<file path="config.mk">
export PLATFORM = sky130hd
export DESIGN_NAME = http_body_deframer_flat
export DESIGN_NICKNAME = d
export VERILOG_FILES = /design/src/rtl/hbd_pkg.sv /design/src/rtl/hbd_if.sv /design/src/rtl/http_body_deframer.sv /design/src/flat_wrapper.sv
export SDC_FILE = /design/constraint.sdc
export NUM_CORES = 1
export LEC_CHECK = 0
export ABC_AREA = 1
export BUFFER_PORTS_ARGS = -buffer_cell sky130_fd_sc_hd__buf_2
export CORE_MARGIN = 4
export CORE_UTILIZATION = 41
export CTS_CLUSTER_SIZE = 24
export DETAILED_ROUTE_END_ITERATION = 10
export MAX_ROUTING_LAYER = met4
export PLACE_DENSITY_LB_ADDON = 0.2
export SYNTH_ARGS = -nofsm -noshare
export SYNTH_HDL_FRONTEND = slang
export SYNTH_SLANG_ARGS = --single-unit
</file>
<file path="constraint.sdc">
create_clock -name clk -period 2.8 [get_ports clk]
set_clock_uncertainty 0.05 [all_clocks]
set_input_delay 0.56 -clock clk [delete_from_list [all_inputs] [get_ports clk]]
set_output_delay 0.56 -clock clk [all_outputs]
set_load 0.05 [all_outputs]
</file>
<file path="src/rtl/hbd_pkg.sv">
`default_nettype none

package hbd_pkg;

  typedef logic [3:0] phase_t;
  typedef logic [1:0] kind_t;

  // framing phases
  localparam phase_t PH_IDLE     = 4'd0;
  localparam phase_t PH_CL_BODY  = 4'd1;
  localparam phase_t PH_SIZE     = 4'd2;
  localparam phase_t PH_SIZE_LF  = 4'd3;
  localparam phase_t PH_DATA     = 4'd4;
  localparam phase_t PH_DATA_CR  = 4'd5;
  localparam phase_t PH_DATA_LF  = 4'd6;
  localparam phase_t PH_FINAL_CR = 4'd7;
  localparam phase_t PH_FINAL_LF = 4'd8;
  localparam phase_t PH_DONE     = 4'd9;
  localparam phase_t PH_ERROR    = 4'd10;

  // result kinds
  localparam kind_t KIND_NONE = 2'd0;
  localparam kind_t KIND_BYTE = 2'd1;
  localparam kind_t KIND_END  = 2'd2;
  localparam kind_t KIND_ERR  = 2'd3;

  // action codes
  localparam logic ACT_START = 1'b0;
  localparam logic ACT_BYTE  = 1'b1;

  localparam logic [7:0] CH_CR    = 8'h0D;
  localparam logic [7:0] CH_LF    = 8'h0A;
  localparam logic [7:0] CH_ZERO  = 8'h30;
  localparam logic [7:0] CH_NINE  = 8'h39;
  localparam logic [7:0] CH_LO_A  = 8'h61;
  localparam logic [7:0] CH_LO_F  = 8'h66;
  localparam logic [7:0] CH_UP_A  = 8'h41;
  localparam logic [7:0] CH_UP_F  = 8'h46;
  localparam logic [3:0] HEX_TEN  = 4'd10;

  typedef struct packed {
    logic       ok;
    logic [3:0] value;
  } hex_t;

  // hex digit decode, ok low for any other byte
  function automatic hex_t hex_decode(input logic [7:0] c);
    hex_t h;
    h.ok    = 1'b1;
    h.value = 4'd0;
    if (c >= CH_ZERO && c <= CH_NINE) begin
      h.value = 4'(c - CH_ZERO);
    end else if (c >= CH_LO_A && c <= CH_LO_F) begin
      h.value = 4'(c - CH_LO_A) + HEX_TEN;
    end else if (c >= CH_UP_A && c <= CH_UP_F) begin
      h.value = 4'(c - CH_UP_A) + HEX_TEN;
    end else begin
      h.ok = 1'b0;
    end
    return h;
  endfunction

endpackage

`default_nettype wire

</file>
<file path="src/rtl/hbd_if.sv">
`default_nettype none

// stream side: start items and stream bytes
interface hbd_in_if;
  logic        valid;
  logic        ready;
  logic        action;
  logic        chunked;
  logic [31:0] body_length;
  logic [7:0]  data_byte;

  modport source (output valid, action, chunked, body_length, data_byte, input ready);
  modport sink   (input valid, action, chunked, body_length, data_byte, output ready);
endinterface

// body side: one result item per input item
interface hbd_out_if;
  logic       valid;
  logic       ready;
  logic [1:0] kind;
  logic [7:0] body_byte;
  logic       last;

  modport source (output valid, kind, body_byte, last, input ready);
  modport sink   (input valid, kind, body_byte, last, output ready);
endinterface

`default_nettype wire

</file>
<file path="src/rtl/http_body_deframer.sv">
`default_nettype none

// channel  dir  fields                                   accepted when
// stream   in   action, chunked, body_length, data_byte  valid & ready
// body     out  kind, body_byte, last                    valid & ready
//
// one item per cycle unless the body side stalls: each input item is decoded against the framing state
// and its result lands in the output register on the edge that accepts it
// the critical path is the remaining-count decrement / size-limit compare
// ready stays high while the output register is empty or being drained,
// so a stalled body side holds at most one result and stalls the stream
// rst is synchronous: phase idle, counters cleared, output register empty

module http_body_deframer #(
  parameter int SIZE_BITS = 32
) (
  input wire logic  clk,
  input wire logic  rst,
  hbd_in_if.sink    stream,
  hbd_out_if.source body
);
  import hbd_pkg::*;

  // counter must hold a 32-bit content length or a full chunk size
  localparam int CNT_W = (SIZE_BITS > 32) ? SIZE_BITS : 32;
  // largest size that may still take one more hex digit
  localparam logic [CNT_W-1:0] SIZE_LIMIT =
    CNT_W'({(SIZE_BITS-4){1'b1}});

  phase_t           phase, phase_next;
  logic [CNT_W-1:0] remaining, remaining_next;
  logic             size_seen_digit, size_seen_digit_next;

  // output register
  logic       out_valid;
  kind_t      out_kind, kind_next;
  logic [7:0] out_byte, byte_next;
  logic       out_last, last_next;

  logic             accept;
  logic [CNT_W-1:0] rem_dec;
  hex_t             hex;
  logic             bad;

  assign stream.ready = !out_valid || body.ready;
  assign accept       = stream.valid && stream.ready;

  assign rem_dec = remaining - CNT_W'(1);
  assign hex     = hex_decode(stream.data_byte);

  always_comb begin
    phase_next           = phase;
    remaining_next       = remaining;
    size_seen_digit_next = size_seen_digit;
    kind_next            = KIND_NONE;
    byte_next            = 8'd0;
    last_next            = 1'b0;
    bad                  = 1'b0;

    if (stream.action == ACT_START) begin
      size_seen_digit_next = 1'b0;
      remaining_next       = '0;
      if (stream.chunked) begin
        phase_next = PH_SIZE;
      end else if (stream.body_length == 32'd0) begin
        // empty body finishes on the start itself
        phase_next = PH_DONE;
        kind_next  = KIND_END;
        last_next  = 1'b1;
      end else begin
        phase_next     = PH_CL_BODY;
        remaining_next = CNT_W'(stream.body_length);
      end
    end else begin
      case (phase)
        PH_CL_BODY: begin
          remaining_next = rem_dec;
          kind_next      = KIND_BYTE;
          byte_next      = stream.data_byte;
          if (rem_dec == '0) begin
            phase_next = PH_DONE;
            last_next  = 1'b1;
          end
        end
        PH_SIZE: begin
          if (stream.data_byte == CH_CR) begin
            // a size line with no digits is malformed
            if (!size_seen_digit) bad = 1'b1;
            else phase_next = PH_SIZE_LF;
          end else if (!hex.ok || remaining > SIZE_LIMIT) begin
            // extensions, junk or size overflow
            bad = 1'b1;
          end else begin
            remaining_next       = {remaining[CNT_W-5:0], hex.value};
            size_seen_digit_next = 1'b1;
          end
        end
        PH_SIZE_LF: begin
          if (stream.data_byte != CH_LF) bad = 1'b1;
          else if (remaining == '0) phase_next = PH_FINAL_CR;
          else phase_next = PH_DATA;
        end
        PH_DATA: begin
          remaining_next = rem_dec;
          kind_next      = KIND_BYTE;
          byte_next      = stream.data_byte;
          if (rem_dec == '0) phase_next = PH_DATA_CR;
        end
        PH_DATA_CR: begin
          if (stream.data_byte != CH_CR) bad = 1'b1;
          else phase_next = PH_DATA_LF;
        end
        PH_DATA_LF: begin
          if (stream.data_byte != CH_LF) begin
            bad = 1'b1;
          end else begin
            phase_next           = PH_SIZE;
            remaining_next       = '0;
            size_seen_digit_next = 1'b0;
          end
        end
        PH_FINAL_CR: begin
          if (stream.data_byte != CH_CR) bad = 1'b1;
          else phase_next = PH_FINAL_LF;
        end
        PH_FINAL_LF: begin
          if (stream.data_byte != CH_LF) begin
            bad = 1'b1;
          end else begin
            phase_next = PH_DONE;
            kind_next  = KIND_END;
            last_next  = 1'b1;
          end
        end
        PH_ERROR: begin
          // sticky until the next start
          bad = 1'b1;
        end
        default: begin
          // idle or done: trailing bytes are dropped unchecked
        end
      endcase

      if (bad) begin
        phase_next = PH_ERROR;
        kind_next  = KIND_ERR;
        byte_next  = 8'd0;
        last_next  = 1'b1;
      end
    end
  end

  always_ff @(posedge clk) begin
    if (rst) begin
      phase           <= PH_IDLE;
      remaining       <= '0;
      size_seen_digit <= 1'b0;
      out_valid       <= 1'b0;
    end else begin
      if (accept) begin
        phase           <= phase_next;
        remaining       <= remaining_next;
        size_seen_digit <= size_seen_digit_next;
        out_valid       <= 1'b1;
      end else if (body.ready) begin
        out_valid <= 1'b0;
      end
    end
  end

  // payload of the output register, no reset needed
  always_ff @(posedge clk) begin
    if (accept) begin
      out_kind <= kind_next;
      out_byte <= byte_next;
      out_last <= last_next;
    end
  end

  assign body.valid     = out_valid;
  assign body.kind      = out_kind;
  assign body.body_byte = out_byte;
  assign body.last      = out_last;

endmodule

`default_nettype wire

</file>
<file path="src/flat_wrapper.sv">
// flat-port wrapper written by rule: the top's interface ports become plain ports
module http_body_deframer_flat import hbd_pkg::*;
#(
  parameter int SIZE_BITS = 32
)
  (clk, rst, stream_valid, stream_action, stream_chunked, stream_body_length, stream_data_byte, stream_ready, body_valid, body_kind, body_body_byte, body_last, body_ready);
  hbd_in_if stream_i ();
  hbd_out_if body_i ();
  input wire logic clk;
  input wire logic rst;
  input wire logic [$bits(stream_i.valid)-1:0] stream_valid;
  input wire logic [$bits(stream_i.action)-1:0] stream_action;
  input wire logic [$bits(stream_i.chunked)-1:0] stream_chunked;
  input wire logic [$bits(stream_i.body_length)-1:0] stream_body_length;
  input wire logic [$bits(stream_i.data_byte)-1:0] stream_data_byte;
  output wire logic [$bits(stream_i.ready)-1:0] stream_ready;
  output wire logic [$bits(body_i.valid)-1:0] body_valid;
  output wire logic [$bits(body_i.kind)-1:0] body_kind;
  output wire logic [$bits(body_i.body_byte)-1:0] body_body_byte;
  output wire logic [$bits(body_i.last)-1:0] body_last;
  input wire logic [$bits(body_i.ready)-1:0] body_ready;
  assign stream_i.valid = stream_valid;
  assign stream_i.action = stream_action;
  assign stream_i.chunked = stream_chunked;
  assign stream_i.body_length = stream_body_length;
  assign stream_i.data_byte = stream_data_byte;
  assign stream_ready = stream_i.ready;
  assign body_valid = body_i.valid;
  assign body_kind = body_i.kind;
  assign body_body_byte = body_i.body_byte;
  assign body_last = body_i.last;
  assign body_i.ready = body_ready;
  http_body_deframer #(.SIZE_BITS(SIZE_BITS)) u_core (.clk(clk), .rst(rst), .stream(stream_i), .body(body_i));
endmodule
</file>
======== Word level (Yosys, flattened, before mapping) ========
Index checks and enable logic that the tools add are counted.
storage, ports and cells
  input bits .............................. 46
  word-level logic and storage cells ...... 123
  register bits after elaboration ......... 49
operators by class
  multiplexer cells ....................... 55
  bitwise logic cells ..................... 2
  reductions and logical operators ........ 19
  $add $sub $neg .......................... 6
  eq/ne operators ......................... 27
  order comparisons ....................... 7
operators with widths
  operator               count
  $mux 32                6
  $logic_not 32->1       3
  $pmux 32 s3            1
  $mux 4                 16
  $gt 32x28->1 const B   1
  $pmux 4 s8             1
  $sub 32x1->32 const B  1
  $mux 1                 21
  $ne 4x2->1 const B     5
  $ne 4x4->1 const B     5
  $eq 4x3->1 const B     4
  $ge 8x7->1 const B     2
  $le 8x7->1 const B     2
  $ne 8x4->1 const B     2
  $mux 2                 6
  $sub 4x1->4 const B    3
  $reduce_and 11->1      1
  $ne 10x1->1 const B    1
  $reduce_and 5->1       2
  $ne 3x3->1 const B     3
  $add 4x4->4 const B    2
  $eq 4x2->1 const B     2
  $eq 4x4->1 const B     2
  $eq 8x4->1 const B     1
  14 further kinds       23

======== Depth between registers and ports, before layout ========
Gate-level depths: netlist (run 1).
  word-level depth ........................ 13
  depth in mapped cells ................... 16

======== Worst setup path before layout (run 1) ========
No wires, ideal clock.
  path type ............................... input-to-reg
  start point ............................. in stream_data_byte[0]
  end point ............................... reg u_core.remaining[10]
  stages on the path ...................... 13
  setup slack ............................. 0.637 ns
  data required time ...................... 2.625 ns
  setup time .............................. 0.125 ns
  arrival time ............................ 1.987 ns
  cells stage by stage .................... inv_1 -> ha_1 -> nor2_1 -> o21ai_0 -> nand2_1 -> nand2_1 -> nand2_1 -> nand3_1 -> nand2_1 -> nor2_2 -> buf_4 -> buf_2 -> a31oi_1
between the ends
  cells in the longest elaborated chain, start to end .. 9
  elaborated cells between the ends (all ways) .. 20
RTL lines
  what                                             RTL line                   RTL
  start: declaration                               flat_wrapper.sv:15         input wire logic [$bits(stream_i.data_byte)-1:0] stream_data_byte;
  $ge 8x7->1 / $le 8x7->1 (equally long branches)  hbd_pkg.sv:55              end else if (c >= CH_UP_A && c <= CH_UP_F) begin
  $logic_and 1x1->1                                hbd_pkg.sv:55
  $mux 1                                           hbd_pkg.sv:55
  $mux 1                                           hbd_pkg.sv:53              end else if (c >= CH_LO_A && c <= CH_LO_F) begin
  $mux 1                                           hbd_pkg.sv:51              if (c >= CH_ZERO && c <= CH_NINE) begin
  $logic_not 1->1                                  http_body_deframer.sv:90   end else if (!hex.ok || remaining > SIZE_LIMIT) begin
  $logic_or 1x1->1                                 http_body_deframer.sv:90
  $ne 3x3->1 (no line)                             --
  $reduce_and 5->1 (no line) *                     --
  end signal: assignment                           http_body_deframer.sv:162  remaining <= remaining_next;
  end: declaration                                 http_body_deframer.sv:31   logic [CNT_W-1:0] remaining, remaining_next;
Mark *: on every way between the ends. The rest lies on a longest branch, timed or not.
A chain may end at the register's enable or synchronous reset.

======== Worst setup path after layout (run 1) ========
  start point ............................. reg u_core.remaining[0]
  end point ............................... reg u_core.phase[0]
between the ends
  cells in the longest elaborated chain, start to end .. 8
  elaborated cells between the ends (all ways) .. 25
RTL lines
  what                                                          RTL line                   RTL
  $gt 32x28->1                                                  http_body_deframer.sv:90
  $logic_or 1x1->1                                              http_body_deframer.sv:90
  $mux 1                                                        http_body_deframer.sv:90
  $mux 1                                                        http_body_deframer.sv:86   if (stream.data_byte == CH_CR) begin
  $pmux 1 s4                                                    http_body_deframer.sv:75   case (phase)
  $mux 1                                                        http_body_deframer.sv:60   if (stream.action == ACT_START) begin
  $ne 10x1->1 (no line), or another cell as far along           --
  $reduce_and 11->1 (no line) / $mux 4 (equally long branches)  --
  end signal: assignment                                        http_body_deframer.sv:161  phase <= phase_next;
  end: declaration                                              http_body_deframer.sv:30   phase_t phase, phase_next;
Several ways; a longest one is shown, not always the timed one. The select of a mux whose other input is x is not followed.

==> impl_results.md, run 1 <==
* Post-route DRC at 0
* RD Place Congestion at 0.9707
* Final setup viols at 0
* Synth Area in Simple Gates at 0.3993
* Postcts setup bufs at 0
* Syn Inst Count at 633
* Synth unique cells at 41
* Syn_nets at 685
* Routed Antenna Nets at 0
* Top-count cell post-synth: nand2_1
* Pin count of the biggest net entering global routing at 31
* Compound-Gate Fraction of Synth Area at 0.2045
* Hold crit path type: in2reg
* Crit path DAT at 2.67 ns
* Post-DP HPWL at 9932 um
* Flops & latches, synth at 49
* GR Util All Layers at 0.2343
* Cell taking the most area after synthesis: dfxtp_1
* Setup crit end kind: flip-flop
* Crit path from: u_core.remaining[0]$_SDFFE_PP0P_
* Commonest cells in the netlist: nand2_1, nor2_1, inv_1
* Number of fill cells at 1004
* DR vias/cell at 5.531
* Final #Nets at 743
* Area of the core at 9328 um^2
* Clock buffer depth at 2
* Rel. slew slack at 0.5444
* Clock Sinks at 49
* Power per cell area at 940.3 nW/um^2
* ANT cells at 0
* Synth warn at 0
* Core Util, Final at 0.4846
* Hold Buf Count CTS at 0
* Wire length per cell at 15.80 um
* Static Leak at 1.995 nW
* Largest family of logic cells by synthesized area: simple AND/OR/NAND/NOR gates
* CP max-delay cell: dfxtp_1
* Reg-to-reg startpoint: u_core.remaining[0]$_SDFFE_PP0P_
* Fin crit period at 2.492 ns
* Maximum clock frequency at 0.4012 GHz
* EDFF count, synth at 11
* DR pass1 iterations at 5
* Post-synth top area share at 0.1916
* CP startpoint kind: flip-flop
* Max-cap check violation count at 0
* Die Y at 106.4 um
* Clk_lat worst skew at 0.32 ns
* Post-Route Setup TNS at 0 ns
* Drt total wl at 12970 um
* Mapped Area at 3970 um^2
* Post-synthesis area per instance at 6.272 um^2
* Unrepaired setup endpoints after global routing: false
* Crit-path max FO at 8
* Mux cell area share after synthesis at 0
* Worst path top cell family by delay: simple AND/OR/NAND/NOR gates
* CP cell instances: inv_1 > ha_1 > nand2_2 > nor2_4 > nand2_1 > nor2_1 > nand3_1 > nand2_1 > nand3_1 > nor2_2 > nand3_2 > nand2_4 > nand3_1 > nand2_1 > nor2_1
* VDD IR-drop max at 0.0003432 V
* WP data required at 2.98 ns
* Iteration-0 DRC Markers at 411
* Status: completed
* Via count at 4541
* Worst-margin pin slew at 0.6826 ns
* I/O pins at 59
* Die span in x at 106.4 um
* Hold Startpoint: rst
* Share of cells above drive strength 1 at 0.1720
* H-tree levels at 2
* Final Hold Fails at 0
* Critical path buffer and inverter count at 1
* P&R area growth vs syn at 13.87%
* PortBufs at 58
* Row count at 35
* Most used DFF post-synth: dfxtp_1
* Total CTS buffers at 5
* Critical Setup Path Class: reg2reg
* Post-DP Area at 4429 um^2
* Clock root cell: clkbuf_8
* Slew Limit Fails at 0
* PostCTS Resize Cnt at 0
* XOR/XNOR Fraction of Synth Area at 0.01324
* Total global routing overflow at 0
* Period utilisation layout at 0.8901
* Synth Area in Adders at 0.01891
* FFs w/ async S/R, synth at 0
* Synth area leaders: dfxtp_1, nand2_1, nor2_1
* Initial antenna violation count at 0
* Vias in the first global route at 4147
* Power, Total at 4.251 mW
* TritonCTS clock tree: done
* Die area at 11320 um^2
* Seq/Total Area, Yosys at 0.2748
* First-pass GRT wire length at 20920 um
* Starting Density at 0.4256
* Clock transition at the registers of the reported paths at 0.11 ns
* Post-Layout Inst Area at 4521 um^2
* Max incr delay on CP at 0.35 ns
-- placed cells by master (no fill, tap or decap), types with 6 or more instances in the layout --
cell,instances
nand2_1,144
nor2_1,103
inv_1,59
buf_2,58
o21ai_0,49
nand3_1,38
dfxtp_1,38
a21oi_1,36
a22oi_1,16
a31oi_1,11
buf_4,11
edfxtp_1,11
nor2_2,10
nor3_1,10
nand4_1,10
nor2_4,9
nor4_1,9
inv_2,8
xor2_1,6
ha_1,6
-- where the power goes --
part	internal [mW]	switching (mW)	leakage [nW]
sequential	0.899	0.218	0.425
clock	0.176	0.283	0.0364
combinational	0.834	1.84	1.53
-- per-layer routing --
| metal | up-vias | wire [um] | GRT usage | share of wire |
|---|---|---|---|---|
| met5 | - | 0 | - | 0 |
| met4 | 0 | 123 | 0.05920 | 0.0095 |
| met3 | 13 | 798 | 0.03036 | 0.062 |
| met2 | 185 | 6158 | 0.3787 | 0.47 |
| met1 | 2081 | 5891 | 0.3111 | 0.45 |
| li1 | 2262 | - | - | - |
-- registers in the layout, summed over array words and instances, names as in the netlist --
| name | count |
|---|---|
| u_core.remaining | 32 |
| u_core.body.body_byte | 8 |
| u_core.phase | 4 |
| u_core.body.kind | 2 |
| u_core.body.last | 1 |
| u_core.body.valid | 1 |
| u_core.size_seen_digit | 1 |
-- worst paths after layout --
| path | to | slack [ns] | depth (start not counted) |
|---|---|---|---|
| worst min-delay path | u_core.body.valid$_SDFFE_PP0P_ | 0.40 | 2 |
| worst min register to register | u_core.body.valid$_SDFFE_PP0P_ | 0.47 | 2 |
| worst max register to register | u_core.phase[0]$_SDFFE_PP0P_ | 0.31 | 15 |
| worst max-delay path | u_core.phase[0]$_SDFFE_PP0P_ | 0.31 | 15 |
-- metrics by stage --
stage	worst slack [ns]	hold WS, ns	cells
after global placement	0.2824	0.4396	813
after CTS	0.3552	0.3924	821
after floorplan	0.6374	0.4339	633
after global routing	0.07854	0.3942	821
final	0.3077	0.3995	821
after detailed placement	0.09650	0.4577	813
-- final cells by class --
| type | count | area (um^2) | area share |
|---|---|---|---|
| clock buffer | 5 | 68.82 | 0.01522 |
| clock inverter | 3 | 22.52 | 0.004982 |
| inverter | 67 | 251.5 | 0.05563 |
| multi-input combinational | 498 | 2532 | 0.5602 |
| sequential | 49 | 1091 | 0.2414 |
| tap | 129 | 161.4 | 0.03570 |
| timing repair buffer | 70 | 392.9 | 0.08691 |
-- kinds of logic (layout without fill, tap and decap cells) --
kind of cell,Yosys count,count (layout)
fa+ha+maj,6,6
simple gates,348,348
buf+inv,86,145
compound gates,138,138
xor+xnor,6,6
flops,49,49
No activity file was read; power rests on OpenSTA's default activity.
==> run 2, diff against run 1 <==
==> constraint.sdc (replaced) <==
create_clock -name clk -period 2.6 [get_ports clk]
set_clock_uncertainty 0.05 [all_clocks]
set_input_delay 0.52 -clock clk [delete_from_list [all_inputs] [get_ports clk]]
set_output_delay 0.52 -clock clk [all_outputs]
set_load 0.05 [all_outputs]
==> run 2 against run 1 <==
Power increased by 13%. Sequential power rose by 8%. Non-clock buffer count rose by 3. Design area is 2.0% higher. Register-to-register slack lost 0.02 ns. Core utilization increased by 0.97 points. Sequential share of layout area fell by 0.47 points. Setup slack worse by 0.019 ns. First-iteration DRC count down 5.6%. Critical path type unchanged. Largest power group unchanged.
==> impl_results.md, run 2 (synthesis gave the netlist of run 1 again) <==
* WP data required at 2.76 ns
* Clock transition at the registers of the reported paths at 0.10 ns
* P&R area growth vs syn at 16.14%
* H-tree levels at 2
* Crit-path max FO at 9
* Sequential cell area at 1091 um^2
* Die area at 11320 um^2
* Total CTS buffers at 5
* Die span in x at 106.4 um
* VDD IR-drop max at 0.0004699 V
* Pin count of the biggest net entering global routing at 29
* Combinational Power Share at 0.609
* Wire length per cell at 15.63 um
* Setup crit end kind: flip-flop
* Clock Sinks at 49
* Power per cell area at 1038 nW/um^2
* Register share of total power at 0.253
* First-pass GRT wire length at 20930 um
* Max-cap check violation count at 0
* Drt total wl at 12880 um
* Post-Route Setup TNS at 0 ns
* Area of the core at 9328 um^2
* Clk_lat worst skew at 0.31 ns
* Row count at 35
* Crit path DAT at 2.47 ns
* Period utilisation layout at 0.8888
* PortBufs at 58
* Clock power frac at 0.139
* Final setup viols at 0
* Rel. slew slack at 0.6554
* Post-route DRC at 0
* Fin crit period at 2.311 ns
* Starting Density at 0.4256
* Clock buffer depth at 2
* Area of the multi-input gates at 2545 um^2
* Critical Setup Path Class: reg2reg
* Number of fill cells at 1004
* Worst-margin pin slew at 0.5121 ns
* Most frequent cells in the layout: nand2_1, nor2_1, inv_1
* Sw power at 2.500 mW
* Min Hold Slack at 0.3733 ns
* Register name with the most flops: u_core.remaining
* DR vias/cell at 5.505
* Status: completed
* Share of cells above drive strength 1 at 0.1770
* Final #Nets at 746
* DR pass1 iterations at 5
* GR Util All Layers at 0.2353
* Clock root cell: clkbuf_8
* Post-DP HPWL at 9990 um
* Unrepaired setup endpoints after global routing: false
* Core Util, Final at 0.4943
* RD Place Congestion at 0.9786
* Routed Antenna Nets at 0
* Slew Limit Fails at 0
* Hold crit path type: in2reg
* ANT cells at 0
* CP startpoint kind: flip-flop
* Die Y at 106.4 um
* Maximum clock frequency at 0.4327 GHz
* Final Hold Fails at 0
* Most common cell after layout, fill and taps aside: nand2_1
* Sw frac at 0.5223
* TritonCTS clock tree: done
* Max FFs per register at 32
* Iteration-0 DRC Markers at 388
* Total global routing overflow at 0
* Vias in the first global route at 4220
* Initial antenna violation count at 0
* Static Leak at 2.045 nW
* Via count at 4536
* I/O pins at 59
* Pint at 2.286 mW
* Hold Buf Count CTS at 0
==> run 2: layout make-up <==
| type | count | share of cell area |
|---|---|---|
| clock buffers | 5 | 0.01493 |
| well taps | 129 | 0.03501 |
| inverters | 67 | 0.05455 |
| multi-input cells | 498 | 0.5520 |
| flip-flops and latches | 49 | 0.2366 |
| clock inverters | 3 | 0.01411 |
| repair buffers | 73 | 0.09281 |
==> run 2: path summary, 6_finish.rpt <==
path | slack (ns) | startpoint | depth (start not counted) | to
max | 0.29 | u_core.remaining[1]$_SDFFE_PP0P_ | 15 | u_core.phase[3]$_SDFFE_PP0P_
max reg2reg | 0.29 | u_core.remaining[1]$_SDFFE_PP0P_ | 15 | u_core.phase[3]$_SDFFE_PP0P_
min | 0.37 | rst | 2 | u_core.body.valid$_SDFFE_PP0P_
min reg2reg | 0.47 | u_core.body.valid$_SDFFE_PP0P_ | 2 | u_core.body.valid$_SDFFE_PP0P_
==> run 2: through the flow <==
step | setup WS [ns] | power (mW) | cells | cell area, um^2
2_1_floorplan | 0.4725 | 3.309 | 633 | 3970
3_3_place_gp | 0.2282 | 4.031 | 815 | 4457
3_5_place_dp | 0.1564 | 4.056 | 815 | 4457
4_1_cts | 0.1742 | 4.735 | 823 | 4591
5_1_grt | 0.008490 | 5.208 | 824 | 4611
6_report | 0.2891 | 4.785 | 824 | 4611
==> run 2: per-layer routing <==
metal,share of wire,up-vias,GRT usage
li1,-,2267,-
met1,0.45,2097,0.3076
met2,0.47,157,0.3774
met3,0.062,15,0.04189
met4,0.014,0,0.06013
met5,0,-,-
==> run 2: power groups by stage <==
stage,Combinational [mW],Clock [mW],Sequential [mW]
after floorplan,2.08,0,1.23
after global placement,2.82,0,1.21
after detailed placement,2.84,0,1.22
after CTS,2.86,0.677,1.20
after global routing,3.26,0.708,1.24
final,2.91,0.664,1.21
==> run 2: worst max-delay path: stages, from the launching register on <==
cell and delay, ns:
dfxtp_1 0.35, inv_1 0.15, ha_4 0.18, nand2_2 0.08, nor2_4 0.20, buf_4 0.20, nand2_1 0.07, xor2_1 0.17
nor2_1 0.11, nand2_1 0.10, nor2_2 0.11, nand3_2 0.13, nand2_4 0.12, nand3_1 0.07, nand2_1 0.07, nor2_1 0.04
==> run 2: repair_timing <==
item,CTS,global route
buffers inserted,0,1
setup endpoints to repair,0,5
gates resized for setup,0,2
==> run 3, diff against run 2 <==
--- a/config.mk
+++ b/config.mk
@@ -13,6 +13,7 @@
 export DETAILED_ROUTE_END_ITERATION = 10
 export MAX_ROUTING_LAYER = met4
 export PLACE_DENSITY_LB_ADDON = 0.2
+export REMOVE_ABC_BUFFERS = 1
 export SYNTH_ARGS = -nofsm -noshare
 export SYNTH_HDL_FRONTEND = slang
 export SYNTH_SLANG_ARGS = --single-unit
==> run 3 against run 2 <==
Combinational power about the same. Hold slack got worse by 0.012 ns. Via count decreased by 0.64%. Highest routed layer unchanged. Largest cell class unchanged.
==> impl_results.md, run 3 (synthesis gave the netlist of run 1 again) <==
* Status: completed
* Sw frac at 0.5410
* Drt total wl at 12690 um
* CP max-delay cell: dfxtp_1
* Setup crit end kind: flip-flop
* Clk_lat worst skew at 0.31 ns
* Clock Sinks at 49
* Clock buffer depth at 2
* Hold Startpoint: rst
* Placed cells at 818
* Die Y at 106.4 um
* Reg-to-reg startpoint: u_core.remaining[1]$_SDFFE_PP0P_
* Register name with the most flops: u_core.remaining
* Via count at 4507
* DR vias/cell at 5.443
* Final #Nets at 750
* P&R area growth vs syn at 15.51%
* Crit-path max FO at 8
* First-pass GRT wire length at 20350 um
* Hold Buf Count CTS at 0
* Clock transition at the registers of the reported paths at 0.10 ns
* Post-DP HPWL at 9911 um
* CP startpoint kind: flip-flop
* Post-Route Setup TNS at 0 ns
* Final setup viols at 0
* Share of cells above drive strength 1 at 0.1817
* GR Util All Layers at 0.2276
* PortBufs at 58
* Met3 usage in global routing at 0.02854
* Crit path DAT at 2.51 ns
* Most frequent cells in the layout: nand2_1, nor2_1, inv_1
* Post-route DRC at 0
* DR pass1 iterations at 5
* Total global routing overflow at 0
* Met1 global-route usage at 0.2917
* Post-DP Area at 4479 um^2
* Register share of total power at 0.263
* Vias in the first global route at 4162
* Starting Density at 0.4256
* Max FFs per register at 32
* Clock root cell: clkbuf_8
* VDD IR-drop max at 0.0004459 V
* TritonCTS clock tree: done
* Post-Layout Inst Area at 4586 um^2
* Row count at 35
* Critical path buffer and inverter count at 1
* Max-cap check violation count at 0
* Static Leak at 2.040 nW
* H-tree levels at 2
* Max incr delay on CP at 0.36 ns
* Slew Limit Fails at 0
* Unrepaired setup endpoints after global routing: false
* Area of the core at 9328 um^2
* Worst path top cell family by delay: simple AND/OR/NAND/NOR gates
* CP cell instances: inv_1 > ha_2 > nand2_2 > nor2_4 > nand2_1 > nor2_2 > nand3_1 > nand2_1 > nand3_1 > nor2_2 > nand3_2 > nand2_4 > nand3_1 > nand2_1 > nor2_1
* Most common cell after layout, fill and taps aside: nand2_1
* Pint at 2.105 mW
* RD Place Congestion at 0.9561
* Clock power frac at 0.103
* Rel. slew slack at 0.5839
* Total CTS buffers at 5
* Power per cell area at 1000 nW/um^2
* Fin crit period at 2.350 ns
* Critical Setup Path Class: reg2reg
* Initial antenna violation count at 0
* I/O pins at 59
* Layer carrying the most global-route usage: met2
* Final Hold Fails at 0
* Combinational Power Share at 0.633
* Pin count of the biggest net entering global routing at 31
* Die area at 11320 um^2
* Wire length per cell at 15.33 um
* Worst-margin pin slew at 0.6235 ns
* Period utilisation layout at 0.9037
* ANT cells at 0
* Hold crit path type: in2reg
* Fin cells at 828
* Core Util, Final at 0.4916
* Iteration-0 DRC Markers at 397
* Crit path from: u_core.remaining[1]$_SDFFE_PP0P_
* Reg2Reg Setup Slack at 0.25 ns
* Met2 Use GR at 0.3837
* Maximum clock frequency at 0.4256 GHz
* Sw power at 2.481 mW
* Die span in x at 106.4 um
* WP data required at 2.76 ns
* Routed Antenna Nets at 0
run 3: changes by cell type in the layout (fill, tap and decap cells not counted), sizes merged:
| cell | previous run | this run |
|---|---|---|
| clkinv | 1 | 3 |
| buf | 73 | 77 |
| bufinv | 2 | 0 |
run 3: layout make-up:
type                            instances  area [um^2]
Sequential cell                        49         1091
Tap cell                              129        161.4
Inverter                               67        251.5
Multi-Input combinational cell        498         2537
Clock inverter                          3        17.52
Fill cell                            1032         4742
Timing Repair Buffer                   77        457.9
Clock buffer                            5        68.82
run 3: layer usage:
metal	vias up	wire length, um
met5	-	0
met4	0	177
met3	16	786
met2	149	6141
met1	2062	5586
li1	2280	-
run 3: worst paths after layout:
kind | endpoint | cells after the start
worst max-delay path | u_core.phase[3]$_SDFFE_PP0P_ | 15
worst max register to register | u_core.phase[3]$_SDFFE_PP0P_ | 15
worst min register to register | u_core.body.valid$_SDFFE_PP0P_ | 2
worst min-delay path | u_core.body.valid$_SDFFE_PP0P_ | 2
run 3: repair_timing:
action | in CTS | in global routing
setup buffers | 0 | 2
gates resized for setup | 0 | 2
endpoints found under the setup margin | 0 | 5
run 3: power by group through the flow:
| stage | Sequential (mW) | Clock, mW | Combinational (mW) |
|---|---|---|---|
| after global routing | 1.23 | 0.514 | 3.22 |
| after CTS | 1.20 | 0.477 | 2.86 |
| after floorplan | 1.23 | 0 | 1.98 |
| final | 1.21 | 0.474 | 2.90 |
| after detailed placement | 1.21 | 0 | 2.84 |
| after global placement | 1.22 | 0 | 2.81 |
run 3: per-stage QoR:
step	total power, mW	hold WS (ns)	setup WS (ns)
final	4.586	0.3611	0.2504
after global routing	4.963	0.3527	0.01301
after CTS	4.532	0.3627	0.1103
after detailed placement	4.057	0.4480	0.1264
after global placement	4.031	0.4352	0.1513
after floorplan	3.216	0.4339	-0.3886
